`src/design/smc_pkg.sv`:
```
package smc_pkg;

   localparam int MAX_SIDE  = 64;
   localparam int ROW_W     = 64;
   localparam int IDX_W     = $clog2(MAX_SIDE);
   localparam int ROWIDX_W  = 6;
   localparam int MODE_W    = 2;
   localparam int POS_W     = 16;
   localparam int CFG_W     = 7;
   localparam int CSR_IDX_W = 2;

   localparam logic [CFG_W-1:0] CFG_RESET = CFG_W'(32);

   typedef enum logic [MODE_W-1:0] {
      MODE_LOAD_A = 2'd0,
      MODE_LOAD_B = 2'd1,
      MODE_QUERY  = 2'd2
   } smc_mode_type;

   typedef enum logic [CSR_IDX_W-1:0] {
      CSR_WIDTH_A  = 2'd0,
      CSR_HEIGHT_A = 2'd1,
      CSR_WIDTH_B  = 2'd2,
      CSR_HEIGHT_B = 2'd3
   } smc_csr_type;

   typedef struct packed {
      logic signed [POS_W-1:0] a_x;
      logic signed [POS_W-1:0] a_y;
      logic signed [POS_W-1:0] b_x;
      logic signed [POS_W-1:0] b_y;
   } smc_query_type;

   typedef struct packed {
      logic [CFG_W-1:0] width_a;
      logic [CFG_W-1:0] height_a;
      logic [CFG_W-1:0] width_b;
      logic [CFG_W-1:0] height_b;
   } smc_sides_type;

   typedef struct packed {
      logic             en;
      logic [IDX_W-1:0] addr_a;
      logic [IDX_W-1:0] addr_b;
   } smc_rd_req_type;

   typedef struct packed {
      logic boxes_overlap;
      logic hit;
   } smc_result_type;

endpackage

```
`src/design/smc_mask_ram.sv`:
```
module smc_mask_ram (
   input  logic                       clock,
   input  logic                       wr_en,
   input  logic [smc_pkg::IDX_W-1:0]  wr_addr,
   input  logic [smc_pkg::ROW_W-1:0]  wr_data,
   input  logic                       rd_en,
   input  logic [smc_pkg::IDX_W-1:0]  rd_addr,
   output logic [smc_pkg::ROW_W-1:0]  rd_data
);
   import smc_pkg::*;

   logic [ROW_W-1:0] mem [MAX_SIDE];
   logic [ROW_W-1:0] rd_data_ff;

   always_ff @(posedge clock) begin
      if (wr_en) begin
         mem[wr_addr] <= wr_data;
      end
      if (rd_en) begin
         rd_data_ff <= mem[rd_addr];
      end
   end

   assign rd_data = rd_data_ff;

endmodule

```
`config.mk`:
```
export PLATFORM = sky130hd
export DESIGN_NAME = smc_mask_ram
export DESIGN_NICKNAME = d
export VERILOG_FILES = /design/src/design/smc_pkg.sv /design/src/design/smc_mask_ram.sv
export SDC_FILE = /design/constraint.sdc
export NUM_CORES = 2
export LEC_CHECK = 0
export ABC_AREA = 1
export ABC_CLOCK_PERIOD_IN_PS = 10300
export BUFFER_PORTS_ARGS = -buffer_cell sky130_fd_sc_hd__buf_4
export CELL_PAD_IN_SITES_DETAIL_PLACEMENT = 0
export CELL_PAD_IN_SITES_GLOBAL_PLACEMENT = 1
export CORE_AREA = 2 2 648 650
export DETAILED_ROUTE_END_ITERATION = 10
export DIE_AREA = 0 0 650 652
export PLACE_DENSITY = 0.61
export SYNTH_ARGS = -nofsm -noshare
export SYNTH_HDL_FRONTEND = slang
export SYNTH_SLANG_ARGS = --single-unit
```
`constraint.sdc`:
```
create_clock -name clock -period 10.3 [get_ports clock]
set_clock_uncertainty 0.05 [all_clocks]
set_input_delay 1.545 -clock clock [delete_from_list [all_inputs] [get_ports clock]]
set_output_delay 1.545 -clock clock [all_outputs]
set_load 0.02 [all_outputs]
```
Word-level counts from Yosys, hierarchy flattened

Memories as Yosys holds them, arrays and structs flattened. A register that Yosys moved wholly into a read port is not among the register bits.
Index checks and enable logic that the tools add are counted.
W data, S select, Z words.

Bits of input ports: 79
Bits in writable memories: 4,096
Flip-flop bits (word level): 0
Memories kept: 1

Memories:

| memory | depth | bits a word | rd ports | clocked after memory_dff | wr ports | line               | text |
|---|---|---|---|---|---|---|---|
| mem    | 64    | 64          | 1        | 1                        | 1        | smc_mask_ram.sv:12 | `logic [ROW_W-1:0] mem [MAX_SIDE];` |

Muxes and demuxes: 2

Operator list:

| cell    | count |
|---|---|
| $mux W1 | 2 |

Logic depth before layout (Yosys ltp)

Depth in word-level cells: 2
Depth in mapped cells: 13
Mapped depth without buffers: 9

Least setup slack after synthesis

OpenSTA, ideal clock, no wires.

Path kind: input to register
Start: in wr_en
End: mem mem[48][0] (enable)
Arrival time: 8.181 ns
Cell stages on the path: 3
Data required time: 9.604 ns
Slack: 1.423 ns
Cell sequence: clkbuf_1 -> nand4_1 -> nor4_1

Cells in the longest elaborated chain, start to end: 2

RTL lines:

| what                          | line               | text |
|---|---|---|
| start, declared               | smc_mask_ram.sv:3  | `input logic wr_en,` |
| $mux W1                       | smc_mask_ram.sv:16 | `if (wr_en) begin` |
| $mux W1 (implied by the code) | smc_mask_ram.sv:17 | `mem[wr_addr] <= wr_data;` |
| end, declared                 | smc_mask_ram.sv:12 |  |

Every way passes these cells.

==> results.md <==
- Syn Area/Cell: 12.4 um^2
- RR Startpoint: mem[35][62]
- Die Ht: 652 um
- Layout cells sized above 1: 7.70%
- Final slew viol count: 0
- Worst setup EP type: flip-flop
- Crit path required time: 11,110 ps
- Top cell type by total area after synthesis: edfxtp_1
- Slew @ Worst Pin: 1400 ps
- Initial DRC Count: 13,700
- Post-DP HPWL: 277,000 um
- Synth top area share: 75.3%
- Leading cell types by total area after synthesis: edfxtp_1, nand3_1, nand2_1, buf_2, buf_4
- CP startpoint: rd_addr[0]
- Hold_sp: mem[4][23]
- Initial antenna violation count: 38
- M1 WL: about 250,000 um
- Max frequency: a little over 200 MHz
- Peak supply drop: 0.000131 V
- IO Port Bufs: 142
- CP Launch Type: input port
- Antenna viol nets, final: 0
- Root buffer cell: clkbuf_16
- Via count: 110,000
- Tmin final: 4940 ps
- Cts repair resizes: 0
- Total global routing overflow: 0
- Unrepaired setup endpoints after global routing: no
- H-tree lvl count: 5
- Met3 Wirelength: 43,600 um
- Ys Warns: 0
- Top sig layer: met5
- Final WL: 579,000 um
- Max Buffers Root-to-Sink: 4
- Die area: 424,000 um^2
- Worst-Skew Late Latency: a little over 1000 ps
- WHS: 812 ps
- Residual DRC count: 0
- Seq cells post-synth: 4,160
- First-pass GRT wire length: 808,000 um
- Largest net degree at the start of global routing: approximately 240
- Num Clock Sinks: 4,160
- Core area: around 420,000 um^2
- # Post-CTS Setup Buffers: 0
- GRT Total Usage: 26.6%
- Mapped Cells: approximately 13,000
- TritonCTS Buffers: 439
- Worst-path clk slew: roughly 60 ps
- Initial core utilization: 39.9%
- Power density cells: just under 200 nW/um^2
- Vias in the first global route: 103,000
- Post-Syn Area: 166,000 um^2
- Area Overhead vs Synth: 11.9%
- Register area share after synthesis: 75.3%
- Critical Path Fanout Max: roughly 230
- I/O pin count: around 140
- Vias per cell: 5.74
- Crit share post-route: 48.0%
- Fin Setup TNS: 0 ps
- CTS Hold Buffers Added: 0
- Final hold vios: 0
- Routed wire per std cell: 30.1 um
- Cell variety after synth: 15
- Endpoints failing setup: 0
- Die width: 650 um
- Final GP Congestion: 0.774
- First-pass DRT Iterations: 9
- Static Leakage: 0.0644 uW
- Setup Crit Path Kind: in2reg
- WP data arrival: ~5800 ps
- TritonCTS clock tree: done
- # rows: around 240
- HP Class: reg2reg
- DR WL met2: ~270,000 um
- Layout Nets: 13,400
- Rel. slew slack: 6.44%
- Outcome: finished, final reports clean
- Max-capacitance violation count: 0
- Syn_nets: roughly 13,000
[layer usage]
metal	vias up	track usage [%]
li1	47800	-
met1	56800	37.8
met2	4828	43.2
met3	847	3.47
met4	6	7.11
met5	-	0
[per-stage QoR]
| stage | util [%] | setup WS (ps) | total power (uW) | cells | cell area, um^2 |
|---|---|---|---|---|---|
| floorplan | - | 1420 | 20400 | 13400 | 166000 |
| global placement | 41.3 | 4620 | 21300 | 18400 | 172000 |
| detailed placement | 41.3 | 4600 | 21300 | 18400 | 172000 |
| CTS | 44.6 | 5660 | 36500 | 19200 | 186000 |
| global route | 44.6 | 5350 | 37300 | 19200 | 186000 |
| finish | 44.6 | 5360 | 36300 | 19200 | 186000 |
[synthesized netlist by cell type]
library cell  count
buf_8             3
nor2_1           56
inv_4             2
buf_1            72
buf_4           134
clkbuf_1        147
inv_2             2
buf_2           501
edfxtp_1       4160
nor4_1            8
buf_6            40
nand3_1        3847
nand2_1        4416
nand4_1           9
inv_1             8
[registers in the layout, indices dropped and copies added, names as in the netlist]
register	flops
mem	4096
rd_data	64
[cells in the final DEF, fill, tap and decap left out]
cell type,count
buf_12,35
buf_16,1
buf_4,345
buf_6,2
buf_8,4
bufinv_16,32
clkbuf_1,99
clkbuf_16,445
clkinv_1,105
clkinv_16,5
clkinv_2,87
clkinv_4,2
clkinv_8,4
clkinvlp_4,10
diode_2,13
edfxtp_1,4160
inv_1,6
inv_16,5
inv_6,11
inv_8,3
nand2_1,4416
nand3_1,3847
nand4_1,9
nor2_4,56
nor4_2,8
[area by class of cell]
class,instances,area [um^2]
fillers,37500,230000
well taps,5497,6880
inverters,12,105
multi-input cells,8336,36600
diodes,13,32.5
clock inverters,258,2250
flip-flops and latches,4160,125000
repair buffers,387,3400
clock buffers,544,11500
[worst max-delay path, cell delays in order]
cell and delay [ps]:
buf_16 160, inv_16 900, buf_12 610, buf_4 910
nand2_1 130, nand3_1 110, nand3_1 80, nand3_1 130
nand3_1 270, nand2_1 240, nand2_1 80, nand2_1 80
[cell families (layout without fill, tap and decap cells)]
family	after synthesis	in the layout	share of synthesized area [%]
other	0	13	0
buffers and inverters	909	1201	2.94
AND/OR/NAND/NOR	8336	8336	21.8
flip-flops	4160	4160	75.3
[path summary, 6_finish.rpt]
path	end	slack, ps	cells after the start
max	rd_data[33]	5360	12
min reg2reg	rd_data[23]	810	8
min	rd_data[23]	810	8
max reg2reg	rd_data[62]	8410	8
[report_power, final]
| part | internal, uW | total, uW | switching (uW) |
|---|---|---|---|
| Clock | 8700 | 15400 | 6670 |
| Combinational | 485 | 2080 | 1600 |
| Sequential | 18800 | 18800 | 62.2 |
| Total | 28000 | 36300 | 8330 |
No activity file was read; power rests on OpenSTA's default activity.
