[src/design/smc_pkg.sv]
package smc_pkg;

   localparam int MAX_SIDE  = 64;
   localparam int ROW_W     = 64;
   localparam int IDX_W     = $clog2(MAX_SIDE);
   localparam int ROWIDX_W  = 6;
   localparam int MODE_W    = 2;
   localparam int POS_W     = 16;
   localparam int CFG_W     = 7;
   localparam int CSR_IDX_W = 2;

   localparam logic [CFG_W-1:0] CFG_RESET = CFG_W'(32);

   typedef enum logic [MODE_W-1:0] {
      MODE_LOAD_A = 2'd0,
      MODE_LOAD_B = 2'd1,
      MODE_QUERY  = 2'd2
   } smc_mode_type;

   typedef enum logic [CSR_IDX_W-1:0] {
      CSR_WIDTH_A  = 2'd0,
      CSR_HEIGHT_A = 2'd1,
      CSR_WIDTH_B  = 2'd2,
      CSR_HEIGHT_B = 2'd3
   } smc_csr_type;

   typedef struct packed {
      logic signed [POS_W-1:0] a_x;
      logic signed [POS_W-1:0] a_y;
      logic signed [POS_W-1:0] b_x;
      logic signed [POS_W-1:0] b_y;
   } smc_query_type;

   typedef struct packed {
      logic [CFG_W-1:0] width_a;
      logic [CFG_W-1:0] height_a;
      logic [CFG_W-1:0] width_b;
      logic [CFG_W-1:0] height_b;
   } smc_sides_type;

   typedef struct packed {
      logic             en;
      logic [IDX_W-1:0] addr_a;
      logic [IDX_W-1:0] addr_b;
   } smc_rd_req_type;

   typedef struct packed {
      logic boxes_overlap;
      logic hit;
   } smc_result_type;

endpackage

[src/design/smc_walker.sv]
module smc_walker (
   input  logic                       clock,
   input  logic                       reset,
   input  logic                       start,
   input  smc_pkg::smc_query_type     query,
   input  smc_pkg::smc_sides_type     sides,
   output logic                       idle,
   output smc_pkg::smc_rd_req_type    rd_req,
   input  logic [smc_pkg::ROW_W-1:0]  rd_data_a,
   input  logic [smc_pkg::ROW_W-1:0]  rd_data_b,
   output logic                       done,
   input  logic                       take,
   output smc_pkg::smc_result_type    result
);
   import smc_pkg::*;

   localparam int SIDE_W  = IDX_W + 1;
   localparam int EXT_W   = POS_W + 2;
   localparam int SHIFT_W = $clog2(ROW_W);
   localparam int KEEP_W  = $clog2(ROW_W) + 1;
   localparam logic signed [EXT_W-1:0] SHIFT_MAX = EXT_W'(ROW_W - 1);

   typedef enum logic [2:0] {
      ST_IDLE,
      ST_EDGE,
      ST_BOX,
      ST_SPAN,
      ST_WALK,
      ST_DONE
   } state_type;

   function automatic logic [SIDE_W-1:0] clamp_side(input logic [CFG_W-1:0] v);
      if (v > CFG_W'(MAX_SIDE)) begin
         return SIDE_W'(MAX_SIDE);
      end
      return SIDE_W'(v);
   endfunction

   function automatic logic signed [EXT_W-1:0] smax(input logic signed [EXT_W-1:0] p,
                                                    input logic signed [EXT_W-1:0] q);
      return (p > q) ? p : q;
   endfunction

   function automatic logic signed [EXT_W-1:0] smin(input logic signed [EXT_W-1:0] p,
                                                    input logic signed [EXT_W-1:0] q);
      return (p < q) ? p : q;
   endfunction

   state_type               state_ff;
   logic signed [POS_W-1:0] ax_ff, ay_ff, bx_ff, by_ff;
   logic [SIDE_W-1:0]       wa_ff, ha_ff, wb_ff, hb_ff;
   logic signed [EXT_W-1:0] ra_ff, ba_ff, rb_ff, bb_ff;
   logic signed [EXT_W-1:0] ct_ff, cb_ff, cl_ff, cr_ff;
   logic                    overlap_ff;
   logic [ROW_W-1:0]        keep_ff;
   logic [SHIFT_W-1:0]      sa_ff, sb_ff;
   logic [IDX_W-1:0]        ia_ff, ib_ff;
   logic [SIDE_W-1:0]       rows_ff;
   logic                    pend_ff;
   logic                    hit_ff;

   logic signed [EXT_W-1:0] ax_e, ay_e, bx_e, by_e;
   logic signed [EXT_W-1:0] ra_in, ba_in, rb_in, bb_in;
   logic                    overlap_in;
   logic signed [EXT_W-1:0] ncol_in, nrow_in, sa_in, sb_in, ia_in, ib_in;
   logic [KEEP_W-1:0]       ncol_nar;
   logic [ROW_W-1:0]        keep_in;
   logic                    go_in;
   logic                    issue;
   logic                    row_hit_in;

   assign ax_e = EXT_W'(ax_ff);
   assign ay_e = EXT_W'(ay_ff);
   assign bx_e = EXT_W'(bx_ff);
   assign by_e = EXT_W'(by_ff);

   // Right and bottom edges, exclusive.
   assign ra_in = ax_e + signed'(EXT_W'(wa_ff));
   assign ba_in = ay_e + signed'(EXT_W'(ha_ff));
   assign rb_in = bx_e + signed'(EXT_W'(wb_ff));
   assign bb_in = by_e + signed'(EXT_W'(hb_ff));

   assign overlap_in = !(ra_ff <= bx_e || ax_e >= rb_ff || ay_e >= bb_ff || ba_ff <= by_e);

   // Overlap extent and mask alignment.
   assign ncol_in = cr_ff - cl_ff;
   assign nrow_in = cb_ff - ct_ff;
   assign sa_in   = cl_ff - ax_e;
   assign sb_in   = cl_ff - bx_e;
   assign ia_in   = ct_ff - ay_e;
   assign ib_in   = ct_ff - by_e;

   assign go_in = overlap_ff
                  && !ncol_in[EXT_W-1] && (ncol_in != '0)
                  && !nrow_in[EXT_W-1] && (nrow_in != '0)
                  && !sa_in[EXT_W-1] && (sa_in <= SHIFT_MAX)
                  && !sb_in[EXT_W-1] && (sb_in <= SHIFT_MAX);

   assign ncol_nar = ncol_in[KEEP_W-1:0];
   assign keep_in  = (ncol_nar >= KEEP_W'(ROW_W)) ? '1
                   : ((ROW_W'(1) << ncol_nar) - ROW_W'(1));

   assign issue = (state_ff == ST_WALK) && (rows_ff != '0) && !row_hit_in;

   assign row_hit_in = pend_ff
                       && (((rd_data_a >> sa_ff) & (rd_data_b >> sb_ff) & keep_ff) != '0);

   always_ff @(posedge clock) begin
      if (reset) begin
         state_ff <= ST_IDLE;
         pend_ff  <= 1'b0;
      end else begin
         unique case (state_ff)
            ST_IDLE: begin
               if (start) begin
                  ax_ff    <= query.a_x;
                  ay_ff    <= query.a_y;
                  bx_ff    <= query.b_x;
                  by_ff    <= query.b_y;
                  wa_ff    <= clamp_side(sides.width_a);
                  ha_ff    <= clamp_side(sides.height_a);
                  wb_ff    <= clamp_side(sides.width_b);
                  hb_ff    <= clamp_side(sides.height_b);
                  state_ff <= ST_EDGE;
               end
            end
            ST_EDGE: begin
               ra_ff    <= ra_in;
               ba_ff    <= ba_in;
               rb_ff    <= rb_in;
               bb_ff    <= bb_in;
               state_ff <= ST_BOX;
            end
            ST_BOX: begin
               overlap_ff <= overlap_in;
               ct_ff      <= smax(ay_e, by_e);
               cb_ff      <= smin(ba_ff, bb_ff);
               cl_ff      <= smax(ax_e, bx_e);
               cr_ff      <= smin(ra_ff, rb_ff);
               state_ff   <= ST_SPAN;
            end
            ST_SPAN: begin
               keep_ff <= keep_in;
               sa_ff   <= sa_in[SHIFT_W-1:0];
               sb_ff   <= sb_in[SHIFT_W-1:0];
               ia_ff   <= ia_in[IDX_W-1:0];
               ib_ff   <= ib_in[IDX_W-1:0];
               rows_ff <= nrow_in[SIDE_W-1:0];
               hit_ff  <= 1'b0;
               pend_ff <= 1'b0;
               state_ff <= go_in ? ST_WALK : ST_DONE;
            end
            ST_WALK: begin
               if (issue) begin
                  ia_ff   <= ia_ff + IDX_W'(1);
                  ib_ff   <= ib_ff + IDX_W'(1);
                  rows_ff <= rows_ff - SIDE_W'(1);
               end
               pend_ff <= issue;
               if (row_hit_in) begin
                  hit_ff <= 1'b1;
               end
               if (row_hit_in || (rows_ff == '0 && !pend_ff)) begin
                  state_ff <= ST_DONE;
               end
            end
            ST_DONE: begin
               pend_ff <= 1'b0;
               if (take) begin
                  state_ff <= ST_IDLE;
               end
            end
            default: begin
               state_ff <= ST_IDLE;
            end
         endcase
      end
   end

   assign idle          = (state_ff == ST_IDLE);
   assign done          = (state_ff == ST_DONE);
   assign rd_req.en     = issue;
   assign rd_req.addr_a = ia_ff;
   assign rd_req.addr_b = ib_ff;
   assign result.boxes_overlap = overlap_ff;
   assign result.hit           = hit_ff;

endmodule

[config.mk]
export PLATFORM = sky130hd
export DESIGN_NAME = smc_walker
export DESIGN_NICKNAME = d
export VERILOG_FILES = /design/src/design/smc_pkg.sv /design/src/design/smc_walker.sv
export SDC_FILE = /design/constraint.sdc
export NUM_CORES = 1
export LEC_CHECK = 0
export ABC_AREA = 1
export ABC_CLOCK_PERIOD_IN_PS = 7300
export BUFFER_PORTS_ARGS = -buffer_cell sky130_fd_sc_hd__buf_2
export CAP_MARGIN = 20
export CORE_AREA = 2 2 228 230
export DETAILED_ROUTE_END_ITERATION = 16
export DIE_AREA = 0 0 230 232
export GPL_ROUTABILITY_DRIVEN = 0
export GPL_TIMING_DRIVEN = 1
export PLACE_DENSITY = 0.75
export SLEW_MARGIN = 20
export SYNTH_ARGS = -nofsm -noshare
export SYNTH_HDL_FRONTEND = slang
export SYNTH_SLANG_ARGS = --single-unit
[constraint.sdc]
create_clock -name clock -period 7.3 [get_ports clock]
set_clock_uncertainty 0.2 [all_clocks]
set_input_delay 0.365 -clock clock [delete_from_list [all_inputs] [get_ports clock]]
set_output_delay 0.365 -clock clock [all_outputs]
set_load 0.01 [all_outputs]
# ---- Word-level counts from Yosys, hierarchy flattened
# Index checks and enable logic that the tools add are counted.
dict set report word_totals {
  word_cells 152
  in_bits 224
  out_inout_bits 17
  ff_bits 337
}
dict set report classes {
  n_bitwise 3
  add_sub_neg 14
  n_eq_ne 10
  n_shift 3
  n_reduce_logical 39
  n_mux 42
  order_cmp 15
}
# op n
set op_table {}
lappend op_table {{bitwise AND 64 bit} 2}
lappend op_table {{>> shifter 64 x 6 -> 64 bit} 2}
lappend op_table {{two-way mux 18 bit} 4}
lappend op_table {{adder 16 x 8 -> 17 bit} 4}
lappend op_table {{nonzero test 64 bit} 1}
lappend op_table {{left shift 1 x 7 -> 64 bit (first input constant)} 1}
lappend op_table {{subtractor 64 x 1 -> 64 bit (second input constant)} 1}
lappend op_table {{two-way mux 7 bit} 9}
lappend op_table {{>= comparator 16 x 18 -> 1 bit} 2}
lappend op_table {{<= comparator 18 x 16 -> 1 bit} 2}
lappend op_table {{<= comparator 18 x 7 -> 1 bit (second input constant)} 2}
lappend op_table {{< comparator 18 bit} 2}
lappend op_table {{nonzero test 18 bit} 2}
lappend op_table {{subtractor 18 x 16 -> 18 bit} 2}
lappend op_table {{subtractor 18 bit} 2}
lappend op_table {{greater-than comparator 16 bit} 2}
lappend op_table {{greater-than comparator 7 bit (second input constant)} 4}
lappend op_table {{one-hot mux 6 bit (2 select lines)} 2}
lappend op_table {{two-way mux 1 bit} 18}
lappend op_table {{one-hot mux 3 bit (6 select lines)} 1}
lappend op_table {{one-hot mux 7 bit (2 select lines)} 1}
lappend op_table {{adder 6 x 1 -> 6 bit (second input constant)} 2}
lappend op_table {{logical AND 1 bit} 12}
lappend op_table {{two-way mux 6 bit} 2}
lappend op_table {{20 further kinds} 44}

# ---- Logic depth before layout (Yosys ltp)
# Gate-level depths: netlist of the first run.
dict set report depth {
  depth_word 12
  mapped_depth 26
  depth_no_buf 26
}

# ---- Least setup slack after synthesis of the first run
# No wires, ideal clock.
dict set report synth_path {
  path_type {reg2reg}
  start {register state_ff[0]}
  end {register ax_ff[0], enable pin}
  arrival_ns 4.617
  stages_incl_launch_ff 6
  path_buffers 0
  setup_time_ns 0.543
  synth_period_minus_slack_ns 5.360
  required_ns 6.557
  slack_ns 1.940
  cell_sequence {dfxtp_1 nor2_1 inv_1 nor2_1 inv_1 nor2_1}
}
dict set report synth_between {
  elab_chain_len 2
}
# element line_no
set synth_rtl {}
lappend synth_rtl {{start: declaration} smc_walker.sv:49} ;# state_type state_ff;
lappend synth_rtl {{start signal: assignment} smc_walker.sv:151} ;# state_ff <= go_in ? ST_WALK : ST_DONE;
lappend synth_rtl {{logical NOT 3 bit} n/a}
lappend synth_rtl {{via idle} smc_walker.sv:7} ;# output logic idle,
lappend synth_rtl {{AND reduction 3 bit (no line)} n/a}
lappend synth_rtl {{end signal: assignment} smc_walker.sv:116} ;# ax_ff <= query.a_x;
lappend synth_rtl {{end: declaration} smc_walker.sv:50} ;# logic signed [POS_W-1:0] ax_ff, ay_ff, bx_ff, by_ff;
# The timed path passes the listed nets, and every way through them passes these cells.
# A chain may end at the register's enable or synchronous reset.

==> flow_summary.json, run 1 <==
{
  "area_growth_pct": 12.0,
  "fin_crit_sh": 0.694,
  "synth_edf_count": 323,
  "diodes": 0,
  "cts_tree": "done",
  "crit_fanout": 36,
  "drv_cap": 0,
  "syn_nets": 4846,
  "syn_avg_cell_area_um2": 6.95,
  "ys_top_cells_by_area": "edfxtp_1 (32%), nand3_1 (18%), nand2_1 (13%)",
  "power.density_nw_per_um2": 200,
  "start_util": 0.597,
  "r2r_setup_slack_ns": 2.50,
  "die_w_um": 230,
  "fillCellCount": 4528,
  "synth_cells": 4371,
  "track_usage": 0.346,
  "min_period_ns": 5.07,
  "ir_drop_mv": 0.231,
  "setup_viol": 0,
  "antenna_found_initial": 1,
  "clkLatencyLatePin_ns": 0.54,
  "cp.required_ns": 6.73,
  "yosys.area.top_type": "edfxtp_1",
  "tns_ns": 0,
  "holdPathStages": 5,
  "postLayoutCellArea_um2": 34000,
  "cts-resized-gates": 0,
  "status": "complete, no violations",
  "arrival_ns": 4.50,
  "synth_seq_cells": 327,
  "drive_above_1_share": 0.0837,
  "reg2reg_depth": 14,
  "timing.rr.start": "sa_ff[5]",
  "worstHoldStart": "start",
  "leakagePower_nw": 16.3,
  "syn-cell-area_um2": 30400,
  "cts_root_buffer": "clkbuf_16",
  "clkSinkCount": 327,
  "drc_errors": 0,
  "rsz0062_at_grt": "no",
  "cts_buffer_depth": 3,
  "end_kind": "output port",
  "viasPerCell": 5.90,
  "grt_pass1_wl_mm": 148,
  "yosysWarningCount": 0,
  "synth_top_area_share": 0.319,
  "dr.pass1.iters": 6,
  "max_slew.worst_pin.slew_ns": 1.01,
  "hold_viol_final": 0,
  "num_vias": 31214,
  "die_y_um": 232,
  "rr_endpoint": "state_ff[0]",
  "final_nets": 5061,
  "seq_area_um2": 9780,
  "routedWlPerCell_um": 17.7,
  "synthDistinctLibCells": 61,
  "start_kind": "register",
  "use_met1": 0.439,
  "hold_path_class": "input pin to register",
  "numCtsBuffers": 36,
  "die_area_um2": 53400,
  "dp_hpwl_mm": 70.1,
  "clk_pin_slew_ns": 0.06,
  "critPathLaunch": "sa_ff[5]",
  "async_flop_share": 0,
  "slew_viol_final": 0,
  "ys.flop_type": "edfxtp_1",
  "dpl_cell_area_um2": 31900,
  "slew_headroom": 0.326,
  "top_usage_layer": "met2",
  "htree_levels": 2,
  "grt_use_met2": 0.574,
  "multi_input_area_um2": 18300,
  "finalWirelength_mm": 93.5,
  "first_global_vias": 28714,
  "core_um2": 50900,
  "overflow": 0,
  "grt_util_met3": 0.0485,
  "num_rows": 83,
  "drt_iter0_markers": 3355,
  "io-pin-count": 241,
  "final_antenna_net_count": 0,
  "endpoint": "rd_req[12]",
  "crit_type": "register to output port",
  "synth_seq_area_share": 0.322,
  "fmax_mhz": 197,
  "io_buffers": 240,
  "grt_start_max_net_pins": 77
}
## metal layers
layer | routed length [µm] | up-vias
li1 | - | 15437
met4 | 5340 | 2
met2 | 43400 | 1434
met5 | 18 | -
met3 | 7280 | 328
met1 | 37400 | 14013
## flip-flops by register name (all words and copies together), names as in the netlist, 17 cells and up
name	count
keep_ff	64
ba_ff	17
cr_ff	17
cb_ff	17
bb_ff	17
rb_ff	17
ra_ff	17
## cells in the mapped netlist (5+ instances only)
| library cell | instances |
|---|---|
| nand3_1 | 1068 |
| nand2_1 | 1022 |
| inv_1 | 400 |
| nor2_1 | 392 |
| edfxtp_1 | 323 |
| ha_1 | 241 |
| a21oi_1 | 189 |
| o21ai_0 | 141 |
| clkbuf_1 | 100 |
| xor2_1 | 72 |
| buf_1 | 63 |
| nor3_1 | 63 |
| nand4_1 | 49 |
| nand3b_1 | 21 |
| xnor2_1 | 18 |
| inv_2 | 16 |
| o21bai_1 | 14 |
| buf_2 | 11 |
| o21ai_1 | 11 |
| a211oi_1 | 10 |
| fa_1 | 10 |
| nand2_2 | 10 |
| a21o_1 | 9 |
| nor2_2 | 9 |
| o211ai_1 | 9 |
| o31ai_1 | 9 |
| nor4_1 | 8 |
| buf_4 | 7 |
| or2_2 | 6 |
| a21boi_0 | 5 |
## worst min-delay path by stage
stage	endpoint	slack, ns
2_1_floorplan	ax_ff[0]	0.26
3_3_place_gp	pend_ff	0.30
3_5_place_dp	pend_ff	0.30
4_1_cts	state_ff[2]	0.08
5_1_grt	state_ff[2]	0.15
6_report	state_ff[2]	0.11
## worst max-delay path: stages (launching register included)
cell	delay (ns)
edfxtp_1	1.01
clkinv_1	1.07
nand3_1	0.64
nand2_1	0.15
nand2_1	0.09
nand2_1	0.05
nor2_1	0.12
nand2_1	0.06
nor2_1	0.08
nand3_1	0.20
nand2_1	0.16
nand2_1	0.12
inv_1	0.08
buf_2	0.12
## cell type report
type | count | area share
Multi-Input combinational cell | 3440 | 0.538
Timing Repair Buffer | 361 | 0.0692
Inverter | 420 | 0.0464
Clock inverter | 25 | 0.00596
Clock buffer | 41 | 0.0277
Sequential cell | 327 | 0.287
Tap cell | 680 | 0.0250
## cell usage in the layout (no fill, tap or decap), types with 25 or more instances in the layout
master	count
clkbuf_16	37
nand2_1	1022
nand3_1	1068
edfxtp_1	323
ha_1	241
a21oi_1	189
buf_4	25
inv_1	396
dlygate4sd3_1	95
nand4_1	49
nor2_1	388
nor3_1	63
buf_2	240
o21ai_0	141
xor2_1	72
## cells by family (layout without fill, tap and decap cells)
group	Yosys count	after routing	synth area share
simple gates	2671	2671	0.390
buf+inv	604	847	0.0768
compound gates	425	425	0.0775
flops	327	327	0.322
fa+ha+maj	251	251	0.106
xor+xnor	91	91	0.0269
mux	2	2	0.000659
## through the flow
step                       util  setup WS [ns]  std cells  power [mW]  hold slack (ns)
after CTS                 0.668           2.34       5293        6.74           0.0792
after global placement    0.627           2.80       5132        4.88            0.297
final                     0.669           2.23       5294        6.79            0.113
after detailed placement  0.627           2.78       5132        4.93            0.305
after floorplan               -           1.94       4371        4.29            0.264
after global routing      0.669           1.82       5294        7.21            0.152
## where the power goes
part / total [mW] / internal, mW / switching (mW)
Clock: 1.78 / 1.01 / 0.768
Sequential: 2.51 / 2.39 / 0.124
Combinational: 2.50 / 0.843 / 1.66
## timing repair
action / in CTS / in global routing
setup buffers: 0 / 0
endpoints found under the hold margin: 95 / 0
hold buffers: 95 / 0
Note: power is estimated with default switching activity, not from simulation.
==> run 2: changes to the inputs <==
--- a/config.mk
+++ b/config.mk
@@ -6,15 +6,15 @@
 export NUM_CORES = 1
 export LEC_CHECK = 0
 export ABC_AREA = 1
-export ABC_CLOCK_PERIOD_IN_PS = 7300
+export ABC_CLOCK_PERIOD_IN_PS = 4550
 export BUFFER_PORTS_ARGS = -buffer_cell sky130_fd_sc_hd__buf_2
 export CAP_MARGIN = 20
-export CORE_AREA = 2 2 228 230
+export CORE_AREA = 2 2 236 238
 export DETAILED_ROUTE_END_ITERATION = 16
-export DIE_AREA = 0 0 230 232
+export DIE_AREA = 0 0 238 240
 export GPL_ROUTABILITY_DRIVEN = 0
 export GPL_TIMING_DRIVEN = 1
-export PLACE_DENSITY = 0.75
+export PLACE_DENSITY = 0.74
 export SLEW_MARGIN = 20
 export SYNTH_ARGS = -nofsm -noshare
 export SYNTH_HDL_FRONTEND = slang
==> constraint.sdc (replaced) <==
create_clock -name clock -period 4.55 [get_ports clock]
set_clock_uncertainty 0.2 [all_clocks]
set_input_delay 0.2275 -clock clock [delete_from_list [all_inputs] [get_ports clock]]
set_output_delay 0.2275 -clock clock [all_outputs]
set_load 0.01 [all_outputs]
==> flow_summary.json, run 2 (synthesized netlist as in run 1, its figures left out) <==
{
  "status": "complete, no violations",
  "die_y_um": 240,
  "power.density_nw_per_um2": 321,
  "num_vias": 31361,
  "slew_headroom": 0.353,
  "layout.cells.non_filler": 5362,
  "antenna_found_initial": 1,
  "largest_reg_flops": 64,
  "crit_type": "register to output port",
  "dpl_cell_area_um2": 32200,
  "slew_viol_final": 0,
  "hold_viol_final": 0,
  "dp.cells": 5175,
  "drc_errors": 0,
  "fillCellCount": 4988,
  "hold-worst-slack_ns": 0.173,
  "start_kind": "register",
  "final_cell_mix": "nand3_1 (1068), nand2_1 (1022), inv_1 (396), nor2_1 (387), edfxtp_1 (323)",
  "max_slew.worst_pin.slew_ns": 0.971,
  "core_um2": 54700,
  "area_growth_pct": 13.7,
  "setup_viol": 0,
  "clk_pin_slew_ns": 0.06,
  "grt_pass1_wl_mm": 149,
  "dp_hpwl_mm": 71.3,
  "rsz0062_at_grt": "no",
  "final_core_util": 0.632,
  "postLayoutCellArea_um2": 34500,
  "fin_crit_sh": 0.947,
  "start_util": 0.556,
  "dr.pass1.iters": 7,
  "ir_drop_mv": 0.359,
  "grt_start_max_net_pins": 77,
  "die_area_um2": 57100,
  "cts_buffer_depth": 3,
  "end_kind": "output port",
  "regMostFlops": "keep_ff",
  "arrival_ns": 3.88,
  "track_usage": 0.327,
  "io_buffers": 240,
  "clkLatencyLatePin_ns": 0.56,
  "viasPerCell": 5.85,
  "fmax_mhz": 232,
  "io-pin-count": 241,
  "final_nets": 5101,
  "hold_path_class": "input pin to register",
  "num_rows": 86,
  "overflow": 0,
  "layout_commonest_cell": "nand3_1",
  "min_period_ns": 4.31,
  "cts_tree": "done",
  "finalWirelength_mm": 94.9,
  "drt_iter0_markers": 3264,
  "clkSinkCount": 327,
  "numCtsBuffers": 38,
  "drive_above_1_share": 0.0885,
  "cp.required_ns": 4.12,
  "die_w_um": 238,
  "htree_levels": 2,
  "cts_root_buffer": "clkbuf_16",
  "routedWlPerCell_um": 17.7,
  "drv_cap": 0,
  "leakagePower_nw": 16.5,
  "final_antenna_net_count": 0,
  "crit_fanout": 67,
  "first_global_vias": 29288,
  "tns_ns": 0
}
run 2: changes by cell type in the layout (fill, tap and decap cells not counted), sizes merged:
cell	delta
diode	+2
clkinv	+4
clkinvlp	-4
clkbuf	+5
inv	-1
dlygate4sd3	+14
buf	+24
run 2: what timing repair did:
action	in CTS	in global routing
hold buffers	109	0
setup buffers	0	6
setup endpoints to repair	0	7
hold endpoints to repair	97	0
gates resized for setup	0	4
run 2: final timing paths:
| kind | endpoint | startpoint | slack, ns | cells after the start |
|---|---|---|---|---|
| worst min register to register | pend_ff | pend_ff | 0.31 | 2 |
| worst max register to register | keep_ff[60] | cl_ff[0] | 0.37 | 22 |
| worst min-delay path | ax_ff[5] | query[53] | 0.17 | 2 |
| worst max-delay path | rd_req[12] | sb_ff[2] | 0.24 | 18 |
run 2: area by class of cell:
| class | instances | area (µm²) | share of cell area |
|---|---|---|---|
| Antenna cell | 2 | 5.00 | 0.000145 |
| Clock buffer | 46 | 981 | 0.0284 |
| Clock inverter | 24 | 218 | 0.00631 |
| Inverter | 420 | 1580 | 0.0458 |
| Multi-Input combinational cell | 3440 | 18300 | 0.531 |
| Sequential cell | 327 | 9780 | 0.283 |
| Tap cell | 704 | 881 | 0.0255 |
| Timing Repair Buffer | 399 | 2740 | 0.0795 |
run 2: metal layers:
metal  global-route usage  up-vias  routed length, µm
met5                    0        -                  0
met4                0.182        0               5760
met3               0.0451      322               7060
met2                0.551     1398              44400
met1                0.405    14136              37700
li1                     -    15505                  -
run 2: power by group:
part           total (mW)  switching, mW  internal (mW)
Combinational        4.06           2.66           1.40
Sequential           4.02          0.192           3.83
Clock                2.99           1.31           1.68
Total                11.1           4.16           6.91
run 2: worst max-delay path: stages, from the launching register on:
cell and delay (ns):
edfxtp_1 0.46, clkinv_1 0.07, buf_4 0.53, nand3_1 0.20
nand3_1 0.17, nand2_1 0.10, a21boi_0 0.62, nand3_1 0.14
nand2_1 0.10, nor2_1 0.05, nand2_1 0.05, nor2_1 0.04
nand2_1 0.05, nand2_1 0.05, nand3_1 0.17, nand2_1 0.12
nand2_1 0.13, inv_1 0.07, buf_2 0.14
run 2: metrics by stage:
stage          total power, mW  setup WS, ns
3_5_place_dp              7.92         0.336
6_report                  11.1         0.239
2_1_floorplan             6.87        0.0654
3_3_place_gp              7.81         0.463
5_1_grt                   11.7        0.0240
4_1_cts                   11.0         0.312
